**src/sv/ssa_pkg.sv**
```systemverilog
// Shared types and constants of the slab slot allocator.
package ssa_pkg;

   // Function codes of a request beat
   localparam logic FUNC_ALLOC = 1'b0;
   localparam logic FUNC_FREE  = 1'b1;

   // Configuration register indexes
   localparam int   CSR_INDEX_W     = 1;
   localparam logic CSR_REGION_BASE = 1'b0;
   localparam logic CSR_OBJECT_SIZE = 1'b1;

   localparam int ADDR_W = 32;
   localparam int SIZE_W = 8;

   localparam logic [ADDR_W-1:0] REGION_BASE_RESET = 32'd0;
   localparam logic [SIZE_W-1:0] OBJECT_SIZE_RESET = 8'd64;

   typedef enum logic [1:0] {
      STATUS_ALLOC   = 2'd0,
      STATUS_FAIL    = 2'd1,
      STATUS_FREED   = 2'd2,
      STATUS_IGNORED = 2'd3
   } status_type;

   typedef enum logic {
      OP_ALLOC,
      OP_FREE
   } op_type;

   typedef struct packed {
      logic              func;
      logic [ADDR_W-1:0] free_address;
   } req_type;

   typedef struct packed {
      status_type        status;
      logic [ADDR_W-1:0] object_address;
   } rsp_type;

   // Classified command handed from the front end to the engine
   typedef struct packed {
      op_type            op;
      logic [ADDR_W-1:0] address;
   } cmd_type;

   typedef struct packed {
      logic [ADDR_W-1:0] region_base;
      logic [SIZE_W-1:0] object_size;
   } cfg_type;

   typedef enum logic [3:0] {
      ST_IDLE,
      ST_A_READ,
      ST_A_CHECK,
      ST_A_NEW,
      ST_A_MUL,
      ST_A_SUM,
      ST_F_SCAN,
      ST_F_DIV,
      ST_F_READ,
      ST_F_CHECK,
      ST_DONE
   } eng_state_type;

endpackage

```
**src/sv/ssa_ram.sv**
```systemverilog
// Generic single-write, single-read RAM with registered read data.
module ssa_ram #(
   parameter int WIDTH = 32,
   parameter int DEPTH = 16
) (
   input  logic                                  clock,
   input  logic                                  wr_en,
   input  logic [(DEPTH > 1 ? $clog2(DEPTH) : 1)-1:0] wr_addr,
   input  logic [WIDTH-1:0]                      wr_data,
   input  logic [(DEPTH > 1 ? $clog2(DEPTH) : 1)-1:0] rd_addr,
   output logic [WIDTH-1:0]                      rd_data
);

   logic [WIDTH-1:0] mem_ff [DEPTH];
   logic [WIDTH-1:0] rd_data_ff;

   always_ff @(posedge clock) begin
      if (wr_en) begin
         mem_ff[wr_addr] <= wr_data;
      end
      rd_data_ff <= mem_ff[rd_addr];
   end

   assign rd_data = rd_data_ff;

endmodule

```
**src/sv/ssa_front.sv**
```systemverilog
// Request front end: accept a beat, classify it and hold it for the queue.
module ssa_front (
   input  logic              clock,
   input  logic              reset,
   input  logic              req_valid,
   output logic              req_ready,
   input  ssa_pkg::req_type  req,
   output logic              cmd_valid,
   input  logic              cmd_ready,
   output ssa_pkg::cmd_type  cmd
);

   logic             hold_valid_ff;
   logic             hold_valid_in;
   ssa_pkg::cmd_type hold_ff;
   ssa_pkg::cmd_type hold_in;
   logic             take;

   assign req_ready = !hold_valid_ff || cmd_ready;
   assign take      = req_valid && req_ready;

   always_comb begin
      hold_in = hold_ff;
      if (take) begin
         if (req.func == ssa_pkg::FUNC_FREE) begin
            hold_in.op      = ssa_pkg::OP_FREE;
            hold_in.address = req.free_address;
         end else begin
            // address is meaningless on allocate: drop it
            hold_in.op      = ssa_pkg::OP_ALLOC;
            hold_in.address = '0;
         end
      end
   end

   always_comb begin
      if (take) begin
         hold_valid_in = 1'b1;
      end else if (cmd_ready) begin
         hold_valid_in = 1'b0;
      end else begin
         hold_valid_in = hold_valid_ff;
      end
   end

   always_ff @(posedge clock) begin
      if (reset) begin
         hold_valid_ff <= 1'b0;
      end else begin
         hold_valid_ff <= hold_valid_in;
      end
      hold_ff <= hold_in;
   end

   assign cmd_valid = hold_valid_ff;
   assign cmd       = hold_ff;

endmodule

```
**src/sv/ssa_fifo.sv**
```systemverilog
// Short command queue between the front end and the engine.
module ssa_fifo #(
   parameter int DEPTH = 2
) (
   input  logic             clock,
   input  logic             reset,
   input  logic             push_valid,
   output logic             push_ready,
   input  ssa_pkg::cmd_type push_data,
   output logic             pop_valid,
   input  logic             pop_ready,
   output ssa_pkg::cmd_type pop_data
);

   localparam int PW   = (DEPTH > 1) ? $clog2(DEPTH) : 1;
   localparam int CNTW = $clog2(DEPTH + 1);

   ssa_pkg::cmd_type mem_ff [DEPTH];
   logic [PW-1:0]    wr_ptr_ff, wr_ptr_in;
   logic [PW-1:0]    rd_ptr_ff, rd_ptr_in;
   logic [CNTW-1:0]  count_ff, count_in;
   logic             push, pop;

   assign push_ready = (count_ff != CNTW'(DEPTH));
   assign pop_valid  = (count_ff != '0);
   assign push       = push_valid && push_ready;
   assign pop        = pop_valid && pop_ready;
   assign pop_data   = mem_ff[rd_ptr_ff];

   always_comb begin
      wr_ptr_in = wr_ptr_ff;
      rd_ptr_in = rd_ptr_ff;
      count_in  = count_ff;
      if (push) begin
         wr_ptr_in = (wr_ptr_ff == PW'(DEPTH - 1)) ? '0 : PW'(wr_ptr_ff + 1'b1);
      end
      if (pop) begin
         rd_ptr_in = (rd_ptr_ff == PW'(DEPTH - 1)) ? '0 : PW'(rd_ptr_ff + 1'b1);
      end
      if (push && !pop) begin
         count_in = CNTW'(count_ff + 1'b1);
      end else if (pop && !push) begin
         count_in = CNTW'(count_ff - 1'b1);
      end
   end

   always_ff @(posedge clock) begin
      if (reset) begin
         wr_ptr_ff <= '0;
         rd_ptr_ff <= '0;
         count_ff  <= '0;
      end else begin
         wr_ptr_ff <= wr_ptr_in;
         rd_ptr_ff <= rd_ptr_in;
         count_ff  <= count_in;
      end
      if (push) begin
         mem_ff[wr_ptr_ff] <= push_data;
      end
   end

endmodule

```
**src/sv/ssa_engine.sv**
```systemverilog
// Allocation engine: slab scan, slot pick, address divide and map update.
module ssa_engine #(
   parameter int SLOTS_PER_SLAB = 32,
   parameter int MAX_SLABS      = 16,
   parameter int SLAB_BYTES     = 4096
) (
   input  logic             clock,
   input  logic             reset,
   input  ssa_pkg::cfg_type cfg,
   input  logic             cmd_valid,
   output logic             cmd_ready,
   input  ssa_pkg::cmd_type cmd,
   output logic             rsp_valid,
   input  logic             rsp_ready,
   output ssa_pkg::rsp_type rsp
);

   localparam int KW    = (MAX_SLABS > 1) ? $clog2(MAX_SLABS) : 1;
   localparam int CW    = $clog2(MAX_SLABS + 1);
   localparam int SLOTW = (SLOTS_PER_SLAB > 1) ? $clog2(SLOTS_PER_SLAB) : 1;
   localparam int OFFW  = $clog2(SLOTS_PER_SLAB * 256);
   localparam int CNTW  = $clog2(OFFW + 1);
   localparam int SW    = ssa_pkg::SIZE_W;
   localparam int AW    = ssa_pkg::ADDR_W;
   localparam int PW    = SLOTW + SW;

   localparam logic [AW-1:0]             SLAB_STEP  = AW'(SLAB_BYTES);
   localparam logic [SLOTS_PER_SLAB-1:0] FIRST_SLOT = SLOTS_PER_SLAB'(1);

   ssa_pkg::eng_state_type state_ff, state_in;

   logic [KW-1:0]      k_ff, k_in;
   logic [AW-1:0]      start_ff, start_in;
   logic [AW-1:0]      addr_ff, addr_in;
   logic [CW-1:0]      created_ff, created_in;
   logic [AW-1:0]      next_off_ff, next_off_in;
   logic [SLOTW-1:0]   slot_ff, slot_in;
   logic [PW-1:0]      prod_ff, prod_in;
   logic [OFFW-1:0]    q_ff, q_in;
   logic [SW-1:0]      rem_ff, rem_in;
   logic [CNTW-1:0]    cnt_ff, cnt_in;
   logic [SW-1:0]      size_eff_ff;
   logic [OFFW-1:0]    span_ff;
   ssa_pkg::status_type res_status_ff, res_status_in;
   logic [AW-1:0]      res_addr_ff, res_addr_in;
   logic               rsp_valid_ff, rsp_valid_in;
   ssa_pkg::rsp_type   rsp_ff, rsp_in;

   logic                      wr_en;
   logic [KW-1:0]             wr_addr;
   logic [SLOTS_PER_SLAB-1:0] wr_data;
   logic [SLOTS_PER_SLAB-1:0] map_rd;

   logic [SLOTW-1:0]          first_free;
   logic                      found;
   logic [AW-1:0]             off_full;
   logic                      hit;
   logic                      k_zero;
   logic [SW:0]               trial;
   logic [SW:0]               trial_diff;
   logic                      ge;
   logic                      out_free;
   logic                      accept;
   logic [CW-1:0]             created_dec;
   logic [SLOTS_PER_SLAB-1:0] take_mask;
   logic [SLOTS_PER_SLAB-1:0] free_mask;

   ssa_ram #(
      .WIDTH (SLOTS_PER_SLAB),
      .DEPTH (MAX_SLABS)
   ) u_map_ram (
      .clock   (clock),
      .wr_en   (wr_en),
      .wr_addr (wr_addr),
      .wr_data (wr_data),
      .rd_addr (k_ff),
      .rd_data (map_rd)
   );

   // Lowest free slot of the slab word just read
   always_comb begin
      first_free = '0;
      for (int i = SLOTS_PER_SLAB - 1; i >= 0; i--) begin
         if (map_rd[i]) begin
            first_free = SLOTW'(i);
         end
      end
   end

   assign found       = |map_rd;
   assign take_mask   = FIRST_SLOT << first_free;
   assign free_mask   = FIRST_SLOT << slot_ff;
   assign off_full    = addr_ff - start_ff;
   assign hit         = (off_full < AW'(span_ff));
   assign k_zero      = (k_ff == '0);
   assign trial       = {rem_ff, q_ff[OFFW-1]};
   assign trial_diff  = trial - {1'b0, size_eff_ff};
   assign ge          = (trial >= {1'b0, size_eff_ff});
   assign out_free    = !rsp_valid_ff || rsp_ready;
   assign cmd_ready   = (state_ff == ssa_pkg::ST_IDLE);
   assign accept      = cmd_valid && cmd_ready;
   assign created_dec = CW'(created_ff - 1'b1);

   // Next state
   always_comb begin
      state_in = state_ff;
      unique case (state_ff)
         ssa_pkg::ST_IDLE: begin
            if (cmd_valid) begin
               if (cmd.op == ssa_pkg::OP_ALLOC) begin
                  state_in = (created_ff == '0) ? ssa_pkg::ST_A_NEW : ssa_pkg::ST_A_READ;
               end else begin
                  state_in = (created_ff == '0) ? ssa_pkg::ST_DONE : ssa_pkg::ST_F_SCAN;
               end
            end
         end
         ssa_pkg::ST_A_READ:  state_in = ssa_pkg::ST_A_CHECK;
         ssa_pkg::ST_A_CHECK: begin
            if (found) begin
               state_in = ssa_pkg::ST_A_MUL;
            end else if (k_zero) begin
               state_in = ssa_pkg::ST_A_NEW;
            end else begin
               state_in = ssa_pkg::ST_A_READ;
            end
         end
         ssa_pkg::ST_A_NEW: begin
            state_in = (created_ff < CW'(MAX_SLABS)) ? ssa_pkg::ST_A_MUL : ssa_pkg::ST_DONE;
         end
         ssa_pkg::ST_A_MUL:   state_in = ssa_pkg::ST_A_SUM;
         ssa_pkg::ST_A_SUM:   state_in = ssa_pkg::ST_DONE;
         ssa_pkg::ST_F_SCAN: begin
            if (hit) begin
               state_in = ssa_pkg::ST_F_DIV;
            end else if (k_zero) begin
               state_in = ssa_pkg::ST_DONE;
            end
         end
         ssa_pkg::ST_F_DIV: begin
            if (cnt_ff == CNTW'(OFFW - 1)) begin
               state_in = ssa_pkg::ST_F_READ;
            end
         end
         ssa_pkg::ST_F_READ:  state_in = ssa_pkg::ST_F_CHECK;
         ssa_pkg::ST_F_CHECK: state_in = ssa_pkg::ST_DONE;
         ssa_pkg::ST_DONE: begin
            if (out_free) begin
               state_in = ssa_pkg::ST_IDLE;
            end
         end
         default: state_in = ssa_pkg::ST_IDLE;
      endcase
   end

   // Datapath and map port
   always_comb begin
      k_in          = k_ff;
      start_in      = start_ff;
      addr_in       = addr_ff;
      created_in    = created_ff;
      next_off_in   = next_off_ff;
      slot_in       = slot_ff;
      prod_in       = prod_ff;
      q_in          = q_ff;
      rem_in        = rem_ff;
      cnt_in        = cnt_ff;
      res_status_in = res_status_ff;
      res_addr_in   = res_addr_ff;
      wr_en         = 1'b0;
      wr_addr       = k_ff;
      wr_data       = map_rd;
      unique case (state_ff)
         ssa_pkg::ST_IDLE: begin
            if (accept) begin
               // start at the newest slab
               k_in          = created_dec[KW-1:0];
               start_in      = cfg.region_base + next_off_ff - SLAB_STEP;
               addr_in       = cmd.address;
               res_addr_in   = '0;
               res_status_in = (cmd.op == ssa_pkg::OP_ALLOC) ? ssa_pkg::STATUS_ALLOC
                                                             : ssa_pkg::STATUS_IGNORED;
            end
         end
         ssa_pkg::ST_A_READ: begin
         end
         ssa_pkg::ST_A_CHECK: begin
            if (found) begin
               wr_en   = 1'b1;
               wr_data = map_rd & ~take_mask;
               slot_in = first_free;
            end else if (!k_zero) begin
               k_in     = KW'(k_ff - 1'b1);
               start_in = start_ff - SLAB_STEP;
            end
         end
         ssa_pkg::ST_A_NEW: begin
            if (created_ff < CW'(MAX_SLABS)) begin
               // create the next slab with slot 0 already taken
               wr_en       = 1'b1;
               wr_addr     = created_ff[KW-1:0];
               wr_data     = ~FIRST_SLOT;
               slot_in     = '0;
               start_in    = cfg.region_base + next_off_ff;
               created_in  = CW'(created_ff + 1'b1);
               next_off_in = next_off_ff + SLAB_STEP;
            end else begin
               res_status_in = ssa_pkg::STATUS_FAIL;
            end
         end
         ssa_pkg::ST_A_MUL: begin
            prod_in = PW'(slot_ff) * PW'(size_eff_ff);
         end
         ssa_pkg::ST_A_SUM: begin
            res_addr_in   = start_ff + AW'(prod_ff);
            res_status_in = ssa_pkg::STATUS_ALLOC;
         end
         ssa_pkg::ST_F_SCAN: begin
            if (hit) begin
               q_in   = off_full[OFFW-1:0];
               rem_in = '0;
               cnt_in = '0;
            end else if (!k_zero) begin
               k_in     = KW'(k_ff - 1'b1);
               start_in = start_ff - SLAB_STEP;
            end
         end
         ssa_pkg::ST_F_DIV: begin
            // one restoring quotient bit per cycle
            q_in   = {q_ff[OFFW-2:0], ge};
            rem_in = ge ? trial_diff[SW-1:0] : trial[SW-1:0];
            cnt_in = CNTW'(cnt_ff + 1'b1);
         end
         ssa_pkg::ST_F_READ: begin
            slot_in = q_ff[SLOTW-1:0];
         end
         ssa_pkg::ST_F_CHECK: begin
            if ((map_rd & free_mask) == '0) begin
               wr_en         = 1'b1;
               wr_data       = map_rd | free_mask;
               res_status_in = ssa_pkg::STATUS_FREED;
            end
         end
         ssa_pkg::ST_DONE: begin
         end
         default: begin
         end
      endcase
   end

   // Output register
   always_comb begin
      rsp_in       = rsp_ff;
      rsp_valid_in = rsp_valid_ff;
      if (rsp_valid_ff && rsp_ready) begin
         rsp_valid_in = 1'b0;
      end
      if (state_ff == ssa_pkg::ST_DONE && out_free) begin
         rsp_valid_in          = 1'b1;
         rsp_in.status         = res_status_ff;
         rsp_in.object_address = res_addr_ff;
      end
   end

   always_ff @(posedge clock) begin
      if (reset) begin
         state_ff     <= ssa_pkg::ST_IDLE;
         created_ff   <= '0;
         next_off_ff  <= '0;
         rsp_valid_ff <= 1'b0;
      end else begin
         state_ff     <= state_in;
         created_ff   <= created_in;
         next_off_ff  <= next_off_in;
         rsp_valid_ff <= rsp_valid_in;
      end
      k_ff          <= k_in;
      start_ff      <= start_in;
      addr_ff       <= addr_in;
      slot_ff       <= slot_in;
      prod_ff       <= prod_in;
      q_ff          <= q_in;
      rem_ff        <= rem_in;
      cnt_ff        <= cnt_in;
      res_status_ff <= res_status_in;
      res_addr_ff   <= res_addr_in;
      rsp_ff        <= rsp_in;
      size_eff_ff   <= (cfg.object_size == '0) ? SW'(1) : cfg.object_size;
      span_ff       <= OFFW'(SLOTS_PER_SLAB) * OFFW'(size_eff_ff);
   end

   assign rsp_valid = rsp_valid_ff;
   assign rsp       = rsp_ff;

endmodule

```
**src/sv/slab_slot_allocator_unit.sv**
```systemverilog
// Slab slot allocator top level: CSRs, front end, command queue and engine.
// Allocate scans the slabs newest first, skipping full ones; when all are full a slab opens, or
//   the request is refused. Free scans for its slab, then divides the offset by the slot size,
//   OFFW = log2(SLOTS_PER_SLAB*256) divider bits (13 by default).
// The engine takes one command at a time; the front end and a 2-entry queue keep taking beats
//   meanwhile.
// Reset (synchronous, active high): no slabs created, region_base 0, object_size 64.
module slab_slot_allocator_unit #(
   parameter int SLOTS_PER_SLAB = 32,
   parameter int MAX_SLABS      = 16,
   parameter int SLAB_BYTES     = 4096
) (
   input  logic                                clock,
   input  logic                                reset,
   input  logic                                req_valid,
   output logic                                req_ready,
   input  ssa_pkg::req_type                    req,
   output logic                                rsp_valid,
   input  logic                                rsp_ready,
   output ssa_pkg::rsp_type                    rsp,
   input  logic                                csr_write_enable,
   input  logic [ssa_pkg::CSR_INDEX_W-1:0]     csr_index,
   input  logic [ssa_pkg::ADDR_W-1:0]          csr_write_data
);

   // Configuration registers; the user must write them only while idle, the block does not enforce it
   logic [ssa_pkg::ADDR_W-1:0] region_base_ff, region_base_in;
   logic [ssa_pkg::SIZE_W-1:0] object_size_ff, object_size_in;
   ssa_pkg::cfg_type           cfg;

   // Front end to queue
   logic             front_valid;
   logic             front_ready;
   ssa_pkg::cmd_type front_cmd;

   // Queue to engine
   logic             queue_valid;
   logic             queue_ready;
   ssa_pkg::cmd_type queue_cmd;

   always_comb begin
      region_base_in = region_base_ff;
      object_size_in = object_size_ff;
      if (csr_write_enable) begin
         unique case (csr_index)
            ssa_pkg::CSR_REGION_BASE: region_base_in = csr_write_data;
            ssa_pkg::CSR_OBJECT_SIZE: object_size_in = csr_write_data[ssa_pkg::SIZE_W-1:0];
            default: begin
            end
         endcase
      end
   end

   always_ff @(posedge clock) begin
      if (reset) begin
         region_base_ff <= ssa_pkg::REGION_BASE_RESET;
         object_size_ff <= ssa_pkg::OBJECT_SIZE_RESET;
      end else begin
         region_base_ff <= region_base_in;
         object_size_ff <= object_size_in;
      end
   end

   assign cfg.region_base = region_base_ff;
   assign cfg.object_size = object_size_ff;

   // Accept and classify request beats
   ssa_front u_front (
      .clock     (clock),
      .reset     (reset),
      .req_valid (req_valid),
      .req_ready (req_ready),
      .req       (req),
      .cmd_valid (front_valid),
      .cmd_ready (front_ready),
      .cmd       (front_cmd)
   );

   // Decouple the front end from the engine
   ssa_fifo #(
      .DEPTH (2)
   ) u_queue (
      .clock      (clock),
      .reset      (reset),
      .push_valid (front_valid),
      .push_ready (front_ready),
      .push_data  (front_cmd),
      .pop_valid  (queue_valid),
      .pop_ready  (queue_ready),
      .pop_data   (queue_cmd)
   );

   // Scan, divide and update the slab maps; hold the response in an output register
   ssa_engine #(
      .SLOTS_PER_SLAB (SLOTS_PER_SLAB),
      .MAX_SLABS      (MAX_SLABS),
      .SLAB_BYTES     (SLAB_BYTES)
   ) u_engine (
      .clock     (clock),
      .reset     (reset),
      .cfg       (cfg),
      .cmd_valid (queue_valid),
      .cmd_ready (queue_ready),
      .cmd       (queue_cmd),
      .rsp_valid (rsp_valid),
      .rsp_ready (rsp_ready),
      .rsp       (rsp)
   );

   // Only a successful allocate carries an address
   assert property (@(posedge clock) disable iff (reset)
      rsp_valid && (rsp.status != ssa_pkg::STATUS_ALLOC) |-> rsp.object_address == '0)
      else $error("non-allocate response carries a nonzero address");

   // Back pressure on requests only comes from a full queue behind a held beat
   assert property (@(posedge clock) disable iff (reset)
      !req_ready |-> front_valid && !front_ready)
      else $error("request stalled without a blocked front end");

   // Reset leaves no response pending
   assert property (@(posedge clock)
      reset |=> !rsp_valid)
      else $error("response valid right after reset");

endmodule

```
**config.mk**
```make
export PLATFORM = sky130hd
export DESIGN_NAME = slab_slot_allocator_unit
export DESIGN_NICKNAME = d
export VERILOG_FILES = /design/src/sv/ssa_pkg.sv /design/src/sv/ssa_ram.sv /design/src/sv/ssa_front.sv /design/src/sv/ssa_fifo.sv /design/src/sv/ssa_engine.sv /design/src/sv/slab_slot_allocator_unit.sv
export SDC_FILE = /design/constraint.sdc
export NUM_CORES = 1
export LEC_CHECK = 0
export ABC_AREA = 1
export BUFFER_PORTS_ARGS = -buffer_cell sky130_fd_sc_hd__clkbuf_2
export CAP_MARGIN = 40
export CORE_MARGIN = 5
export CORE_UTILIZATION = 45
export DETAILED_ROUTE_END_ITERATION = 10
export GPL_ROUTABILITY_DRIVEN = 0
export GPL_TIMING_DRIVEN = 1
export HOLD_SLACK_MARGIN = 0.03
export SYNTH_ARGS = -nofsm -noshare
export SYNTH_HDL_FRONTEND = slang
export SYNTH_HIERARCHICAL = 1
export SYNTH_SLANG_ARGS = --single-unit
```
**constraint.sdc**
```tcl
create_clock -name clock -period 5.15 [get_ports clock]
set_input_delay 0.515 -clock clock [delete_from_list [all_inputs] [get_ports clock]]
set_output_delay 0.515 -clock clock [all_outputs]
set_load 0.01 [all_outputs]
```
Word level (Yosys, flattened, before mapping):

Memory sizes are Yosys's and may differ from the RTL's. A register that Yosys moved wholly into a read port is not among the register bits.
Index checks and enable logic that the tools add are counted.

* latch bits: 0
* memories kept: 2
* bits in read-only memories: 0
* RAM bits: 578
* output and inout port bits: 36
* input port bits: 71
* bits in registers: 315

Memory list
* u_engine.u_map_ram.mem_ff: words 16, width 32, read ports 1, clocked after memory_dff 1, write ports 1, RTL line ssa_ram.sv:14 `logic [WIDTH-1:0] mem_ff [DEPTH];`
* u_queue.mem_ff: words 2, width 33, read ports 1, clocked after memory_dff 1, write ports 1, RTL line ssa_fifo.sv:18 `ssa_pkg::cmd_type mem_ff [DEPTH];`

* mux-type cells: 97
* $lt $le $gt $ge: 3
* add/subtract/negate cells: 15
* $mul: 1
* equality and inequality tests: 24
* reductions and logical operators: 41
* divide/modulo/power cells: 0
* shifts and indexed selects: 2
* bitwise logic cells: 5

Operator list (count)
* two-way mux 32 bit: 9
* two-way mux 5 bit: 34
* case mux 32 bit (4 select lines): 1
* case mux 32 bit (3 select lines): 1
* bitwise AND 32 bit: 2
* two-way mux 4 bit: 16
* case mux 32 bit (2 select lines): 1
* << shifter 1 x 5 -> 32 bit, first input constant: 2
* subtractor 32 x 13 -> 32 bit, second input constant: 2
* case mux 4 bit (10 select lines): 1
* two-way mux 33 bit: 1
* adder 32 x 13 -> 32 bit: 1
* adder 32 x 13 -> 32 bit, second input constant: 1
* adder 32 bit: 1
* zero test 32 bit: 1
* < comparator 32 x 13 -> 1 bit: 1
* NOT 32 bit: 1
* OR 32 bit: 1
* OR reduction 32 bit: 1
* subtractor 32 bit: 1
* case mux 13 bit (2 select lines): 1
* == test 4 x 3 -> 1 bit, second input constant: 4
* == test 4 bit, second input constant: 4
* two-way mux 2 bit: 8
* 39 further kinds: 92

Longest topological paths before layout:

Gate-level depths: netlist of run 1.

* depth after elaboration: 37
* gate-level depth with buffers: 36

Hierarchy:

The synthesis of run 1 kept the hierarchy.

Modules (own cells, without submodules)
* ssa_ram: cells an instance 2120, area each 22744.3 um2, times used 1
* ssa_engine: cells an instance 1982, area each 15952.8 um2, times used 1
* ssa_fifo: cells an instance 140, area each 2776.4 um2, times used 1
* slab_slot_allocator_unit: cells an instance 245, area each 1959.4 um2, times used 1
* ssa_front: cells an instance 106, area each 1306.3 um2, times used 1

Worst setup path after synthesis of run 1:

OpenSTA, ideal clock, no wires.

* path type: register to register
* from: reg u_engine.slot_ff[4]
* to: reg u_engine.prod_ff[12], data pin
* setup time: 0.265 ns
* path buffers: 3
* cell stages (with the launch flop): 18
* path slack: 0.736 ns
* arrival: 4.149 ns
* required time: 4.885 ns
* path through: edfxtp_1 -> clkbuf_1 -> buf_1 -> clkbuf_1 -> nand2_1 -> fa_1 -> inv_1 -> fa_1 -> fa_1 -> ha_1 -> a21oi_1 -> nand2_1 -> a21oi_1 -> o21bai_1 -> a21o_1 -> a21oi_1 -> o21ai_0 -> xor2_1

* cells in the longest elaborated chain, start to end: 1

Ends and longest elaborated chain
* start, declared: RTL line ssa_engine.sv:37 `logic [SLOTW-1:0] slot_ff, slot_in;`
* start signal, assigned: RTL line ssa_engine.sv:279 `slot_ff <= slot_in;`
* multiplier 5 x 8 -> 13 bit: RTL line ssa_engine.sv:211 `prod_in = PW'(slot_ff) * PW'(size_eff_ff);`
* end signal, assigned: RTL line ssa_engine.sv:280 `prod_ff <= prod_in;`
* end, declared: RTL line ssa_engine.sv:38 `logic [PW-1:0] prod_ff, prod_in;`

No other way between the ends.
A chain may end at the register's enable or synchronous reset.

Final worst setup path of run 1:

* from: reg u_engine.slot_ff[3]
* to: mem u_engine.u_map_ram.mem_ff[12][29] (netlist: u_engine/u_map_ram/mem_ff[6][29]) (enable)

* cells in the longest elaborated chain, start to end: 7

Ends and longest elaborated chain
* << shifter 1 x 5 -> 32 bit: RTL line ssa_engine.sv:92 `assign free_mask = FIRST_SLOT << slot_ff;`
* bitwise AND 32 bit: RTL line ssa_engine.sv:237 `if ((map_rd & free_mask) == '0) begin`
* zero test 32 bit: RTL line ssa_engine.sv:237
* two-way mux 1 bit: RTL line ssa_engine.sv:237
* case mux 1 bit (3 select lines): RTL line ssa_engine.sv:172 `unique case (state_ff)`
* via u_engine.wr_en: RTL line ssa_engine.sv:49 `logic wr_en;`
* two-way mux 1 bit: RTL line ssa_ram.sv:18 `if (wr_en) begin`
* two-way mux 1 bit (implied by the code): RTL line ssa_ram.sv:19 `mem_ff[wr_addr] <= wr_data;`
* end, declared: RTL line ssa_ram.sv:14

The timed path passes the listed nets, and every way through them passes these cells.

==> results by group, run 1 <==
Run status
  – Status: completed

Pwr
  – Static Leak: 21.3 nW
  – Final Total Pwr: 0.0295 W
  – Pwr dens: 590 nW/um^2
  – Worst vdd ir: 0.000360 V

Synth
  – Synth warn: 6
  – Yosys cell types: 69
  – Top FF cell, synth: edfxtp_1
  – Syn Inst Count: 4593
  – Mapped Area: 44700 sq um
  – Post-synthesis net count: 4793
  – Post-synth EDFFs: 790
  – Async S/R FF share, synth: 0%
  – Synthesized area per cell: 9.74 sq um
  – Number of synthesized register bits: 914
  – Fraction of the yosys area taken by sequential cells: 58.6%

Worst hold path
  – Worst hold path type: input pin to register
  – Hold Path Depth: 3
  – Worst hold endpoint: u_front/cmd[16]
  – Hold_sp: req[16]

Floorplan
  – Die height: 325 um
  – Die area: 106000 sq um
  – Core area: 98600 sq um
  – # rows: 115
  – IO Pins: 107
  – Initial Util: 45.4%
  – Die width: 325 um

Place
  – Number of port buffers: 106
  – Post-DP HPWL: 78000 um

Clocking
  – Worst-path clk slew: 60 ps
  – CTS Buffer Depth: 3
  – Clock sink total: 914
  – H-tree depth: 3
  – CTS root buf: clkbuf_16
  – CTS tree: done
  – CTS Buf Count: 97
  – Cts repair resizes: 0
  – Clock latency on the worst-skew pair: 700 ps

STA
  – Highest clock rate: 0.219 GHz
  – Clock skew: 46.5 ps
  – Max_slew headroom: 34.6%
  – Final min period: 4570 ps
  – Fin crit share: 88.8%
  – Total Neg Setup Slack: 0 ps
  – RSZ-0062 raised after global routing: no
  – Fin. Hold Viols: 0
  – Final setup fails: 0
  – Slew @ Worst Pin: 978 ps
  – Slew Limit Fails: 0

Final layout
  – Share of cells above drive strength 1: 10.7%
  – Inserted Diodes: 0
  – Area Overhead vs Synth: 11.9%
  – Fillers: 8833
  – Nets: 4900

Route
  – Initial DRC count: 2926
  – Vias/cell: 5.22
  – Via count: 31700
  – Remaining antenna violation count: 0
  – Drt drc: 0
  – Drt pass-1 iters: 7
  – Wire per inst: 19.2 um
  – Final wirelength: 116000 um

Setup path
  – Critical path cell sequence: inv_1 > nand3_1 > nor2_1 > nand2_1 > o21ai_0 > or4_1 > nor4_1 > nand4_1 > nor2_1 > inv_1 > nand3_1 > nand3b_1 > nor2_4 > buf_4
  – CP Data Arrival Time: 4930 ps
  – FF-to-FF setup slack: 580 ps
  – Slowest Stage Delay on Critical Path: 770 ps
  – Max FO, Critical Path: 21
  – Critical Setup Path Class: register to register
  – Critical-path top delay cell: edfxtp_1
  – End of the worst register-to-register path: u_engine/u_map_ram/mem_ff[6][29]
  – R2r worst-path depth: 14
  – RR Startpoint: u_engine/slot_ff[3]
  – Crit path capture type: register
  – CP required: 5500 ps
  – Crit start category: register

Global route
  – Largest net degree at the start of global routing: 85
  – Number of global-route vias before repair: 29700
  – Initial antenna violation count: 5
  – First-pass GRT wire length: 177000 um
  – Congestion Overflow GR: 0
  – Overall Global Routing Usage: 21.5%

Flow run
  – Max-Cap Viols: 0
## final cells by class
| cell class | instances | area, sq um | area share, % |
|---|---|---|---|
| repair buffers | 189 | 1430 | 2.86 |
| clock inverters | 59 | 738 | 1.48 |
| clock buffers | 120 | 2530 | 5.06 |
| well taps | 1287 | 1610 | 3.22 |
| inverters | 767 | 2890 | 5.78 |
| flip-flops and latches | 914 | 26200 | 52.4 |
| multi-input cells | 2731 | 14600 | 29.2 |
## cells in the final DEF (no fill, tap or decap), types with 16 or more instances in the layout
cell,netlist,routed
nand2_1,1133,1133
edfxtp_1,790,790
inv_1,743,742
nand3_1,507,507
nor2_1,242,221
a21oi_1,176,175
dfxtp_1,124,123
o21ai_0,109,108
ha_1,107,107
clkbuf_2,0,106
clkbuf_16,0,97
buf_4,16,56
xor2_1,49,49
nor2_2,35,40
nor3_1,37,36
nand3_2,32,32
mux2_4,30,30
clkinv_1,6,23
xnor2_1,23,23
a211oi_1,23,23
nand4_1,22,22
fa_1,22,22
clkbuf_1,50,21
nor2_4,3,19
o21ai_1,18,18
o211ai_1,18,18
buf_12,7,17
inv_2,16,16
clkinv_2,0,16
## state kept, by name (all words and copies together), names as in the netlist, 20 cells and up, named ones only
signal                      cells
u_engine/res_addr_ff           32
region_base_ff                 32
u_engine/addr_ff               32
u_front/cmd                    33
u_engine/rsp                   34
u_engine/u_map_ram/mem_ff     512
u_queue/mem_ff                 66
u_engine/next_off_ff           20
u_engine/u_map_ram/rd_data     32
u_engine/start_ff              32
## how the worst max path moves through the flow
stage,slack (ps),depth (start not counted),from,endpoint
2_1_floorplan,740,17,u_engine/slot_ff[4],u_engine/prod_ff[12]
3_3_place_gp,790,14,u_engine/slot_ff[3],u_engine/u_map_ram/mem_ff[6][22]
3_5_place_dp,710,14,u_engine/slot_ff[3],u_engine/u_map_ram/mem_ff[6][23]
4_1_cts,670,14,u_engine/slot_ff[3],u_engine/u_map_ram/mem_ff[6][5]
5_1_grt,300,14,u_engine/slot_ff[3],u_engine/u_map_ram/mem_ff[6][29]
6_report,580,14,u_engine/slot_ff[3],u_engine/u_map_ram/mem_ff[6][29]
## where the power goes
part | switching, W | leakage, nW | internal (W)
clock network | 0.00295 | 1.59 | 0.00418
logic | 0.00808 | 11.5 | 0.00321
registers | 0.000673 | 8.24 | 0.0104
## worst max-delay path: cells and delay by family (launching register included)
kind | cells | cell delay, ps
AO/OA/AOI/OAI | 1 | 80
AND/OR/NAND/NOR | 10 | 2460
buffers and inverters | 3 | 900
flip-flops | 1 | 770
## per-stage QoR
step / hold WS, ps / area (sq um) / worst slack [ps] / utilization (%) / std cells
finish: 89.4 / 50000 / 577 / 50.8 / 6067
global route: 75.9 / 50000 / 301 / 50.8 / 6067
CTS: 31.5 / 50000 / 672 / 50.8 / 6067
detailed placement: 364 / 46700 / 710 / 47.4 / 5881
global placement: 364 / 46600 / 792 / 47.2 / 5874
floorplan: 399 / 44700 / 736 / - / 4593
## cells in the mapped netlist, drive strengths merged (5+ instances only)
cell,instances,area [sq um]
nor3,42,248
nand4,23,150
o211ai,18,135
a31oi,12,75.1
nand3,539,2860
xor2,49,429
nand2,1139,4290
buf,131,988
mux2,33,484
nor2,282,1200
ha,107,1340
nor4,14,109
a211oi,23,173
o31ai,5,56.3
a21oi,182,941
o21a,7,52.6
clkbuf,50,188
xnor2,23,201
and3,5,32.5
o21bai,13,97.6
or2,8,50.1
nor3b,5,37.5
dfxtp,124,2480
fa,22,440
edfxtp,790,23700
clkinv,6,22.5
o21ai,138,732
inv,761,2870
o22ai,13,81.3
## routing by layer
layer | part of all wire, % | global-route usage, %
met1 | 45 | 30.5
met2 | 46 | 34.4
met3 | 6.6 | 3.15
met4 | 3.0 | 6.57
met5 | 0 | 0
## kinds of logic after synthesis
kind of cell	Yosys count	share of synthesized area, %
DFF	914	58.6
xor gates and xnor gates	72	1.41
AOI/OAI and AO/OA	431	5.64
buffers and inverters	948	9.09
adders and majority gates	129	3.98
and+or+nand+nor	2064	20.2
muxes	35	1.13
## what timing repair did
| action | CTS | global route |
|---|---|---|
| endpoints found under the hold margin | 7 | 0 |
| buffers inserted | 0 | 0 |
| hold buffers | 7 | 0 |
(Power assumes the default switching activity.)
==> run 2, diff against run 1 <==
--- a/config.mk
+++ b/config.mk
@@ -8,12 +8,15 @@
 export ABC_AREA = 1
 export BUFFER_PORTS_ARGS = -buffer_cell sky130_fd_sc_hd__clkbuf_2
 export CAP_MARGIN = 40
+export CELL_PAD_IN_SITES_DETAIL_PLACEMENT = 0
+export CELL_PAD_IN_SITES_GLOBAL_PLACEMENT = 1
 export CORE_MARGIN = 5
 export CORE_UTILIZATION = 45
 export DETAILED_ROUTE_END_ITERATION = 10
 export GPL_ROUTABILITY_DRIVEN = 0
 export GPL_TIMING_DRIVEN = 1
 export HOLD_SLACK_MARGIN = 0.03
+export PLACE_DENSITY = 0.79
 export SYNTH_ARGS = -nofsm -noshare
 export SYNTH_HDL_FRONTEND = slang
 export SYNTH_HIERARCHICAL = 1
==> run 2 against run 1 <==
Hold slack lost 4.5 ps. Worst setup slack better by 250 ps. First-iteration DRC count rose by 9.1%.
==> results by group, run 2 (synthesis results as in run 1) <==
Run status
  – Status: completed

Setup path
  – CP required: 5510 ps
  – Crit path capture type: register
  – Critical Setup Path Class: register to register
  – Max FO, Critical Path: 20
  – CP Data Arrival Time: 4680 ps
  – Crit start category: register
  – R2r worst-path depth: 14

Floorplan
  – Initial Util: 45.4%
  – IO Pins: 107
  – Die area: 106000 sq um
  – Die width: 325 um
  – # rows: 115
  – Core area: 98600 sq um
  – Die height: 325 um

STA
  – Final setup fails: 0
  – Setup ws final: 831 ps
  – Slew Limit Fails: 0
  – Fin crit share: 83.9%
  – RSZ-0062 raised after global routing: no
  – Total Neg Setup Slack: 0 ps
  – Clock skew: 36.9 ps
  – Hold_ws: 84.9 ps
  – Highest clock rate: 0.232 GHz
  – Final min period: 4320 ps
  – Slew @ Worst Pin: 898 ps
  – Max_slew headroom: 39.9%
  – Fin. Hold Viols: 0

Route
  – Drt pass-1 iters: 6
  – Via count: 31500
  – Vias/cell: 5.19
  – Drt drc: 0
  – Initial DRC count: 3191
  – Remaining antenna violation count: 0
  – Wire per inst: 19.3 um
  – Final wirelength: 117000 um

Final layout
  – Share of cells above drive strength 1: 10.8%
  – Leading cell type in the layout, fill and taps excluded: nand2_1
  – Final core occ: 50.6%
  – Largest reg by FF count: u_engine/u_map_ram/mem_ff
  – Commonest cells after routing, fill and taps aside: nand2_1 (1133), edfxtp_1 (790), inv_1 (742)
  – Nets: 4897
  – Area Overhead vs Synth: 11.5%
  – Final Non-Filler Cells: 6064
  – Inserted Diodes: 0
  – Max reg flops: 512

Place
  – Place WS: 871 ps
  – Number of port buffers: 106
  – Post-Place Cells: 5887
  – Post-DP HPWL: 76800 um

Pwr
  – Worst vdd ir: 0.000513 V
  – Combinational share of power: 38.1%
  – Pwr dens: 581 nW/um^2
  – Clk pwr share: 23.5%
  – Static Leak: 21.3 nW
  – Switch share: 39.4%
  – Cell-internal power: 0.0176 W
  – Psw: 0.0114 W
  – Seq pwr share: 38.4%

Worst hold path
  – Hold Path Depth: 3
  – Worst hold path type: input pin to register

Clocking
  – CTS Hold Bufs: 0
  – CTS tree: done
  – Cts repair resizes: 0
  – Clock latency on the worst-skew pair: 680 ps
  – CTS root buf: clkbuf_16
  – Post-CTS setup buffer count: 0
  – CTS Buffer Depth: 3
  – Clock sink total: 914
  – Worst-path clk slew: 60 ps
  – CTS Buf Count: 95
  – H-tree depth: 3

Flow run
  – Max-Cap Viols: 0

Global route
  – Largest net degree at the start of global routing: 161
  – Number of global-route vias before repair: 29700
  – Congestion Overflow GR: 0
  – Overall Global Routing Usage: 21.6%
  – Initial antenna violation count: 3
  – First-pass GRT wire length: 179000 um
-- run 2: cell types whose count changed in the layout (fill, tap and decap cells not counted), sizes merged --
| cell | before | now |
|---|---|---|
| buf | 76 | 82 |
| clkbuf | 226 | 249 |
| inv | 766 | 767 |
| clkinvlp | 4 | 2 |
| dlygate4sd3 | 7 | 0 |
| bufinv | 13 | 3 |
| clkinv | 43 | 29 |
-- run 2: final cells by class --
type,count,area [sq um]
clock inverters,34,355
repair buffers,188,1420
multi-input cells,2731,14600
clock buffers,143,2770
fillers,8808,48700
flip-flops and latches,914,26200
inverters,767,2890
well taps,1287,1610
-- run 2: stage by stage --
step,total power (W),area (sq um)
after floorplan,0.0186,44700
after global placement,0.0219,46500
after detailed placement,0.0222,46800
after CTS,0.0291,49900
after global routing,0.0307,49900
final,0.0290,49900
-- run 2: per-layer routing --
layer | vias up | wire length [um] | GRT usage, %
met2 | 1006 | 54000 | 34.5
met5 | - | 0 | 0
li1 | 15300 | - | -
met1 | 14900 | 52900 | 31.0
met3 | 189 | 7370 | 2.97
met4 | 0 | 2930 | 6.08
-- run 2: power by group through the flow --
stage | logic (W) | clock network [W] | registers [W]
after global placement | 0.0107 | 0 | 0.0113
after CTS | 0.0110 | 0.00695 | 0.0111
after detailed placement | 0.0109 | 0 | 0.0113
final | 0.0110 | 0.00681 | 0.0111
after global routing | 0.0122 | 0.00726 | 0.0112
after floorplan | 0.00761 | 0 | 0.0110
-- run 2: path summary, 6_finish.rpt --
path                       startpoint                               end  slack [ps]
hold reg to reg     object_size_ff[7]           u_engine/size_eff_ff[7]         390
hold / removal      csr_write_data[6]                 object_size_ff[6]          80
setup / recovery  u_engine/slot_ff[4]  u_engine/u_map_ram/mem_ff[6][31]         830
setup reg to reg  u_engine/slot_ff[4]  u_engine/u_map_ram/mem_ff[6][31]         830
-- run 2: critical path, stage by stage (launching register included) --
cell	delay [ps]
edfxtp_1	530
buf_4	270
inv_1	350
nor2_1	90
nand2_1	80
o21ai_0	70
or4_1	510
nor4_1	170
nand4_1	150
nor2_1	280
inv_1	130
nand3_1	160
nand3b_1	340
nor2_4	610
buf_12	260
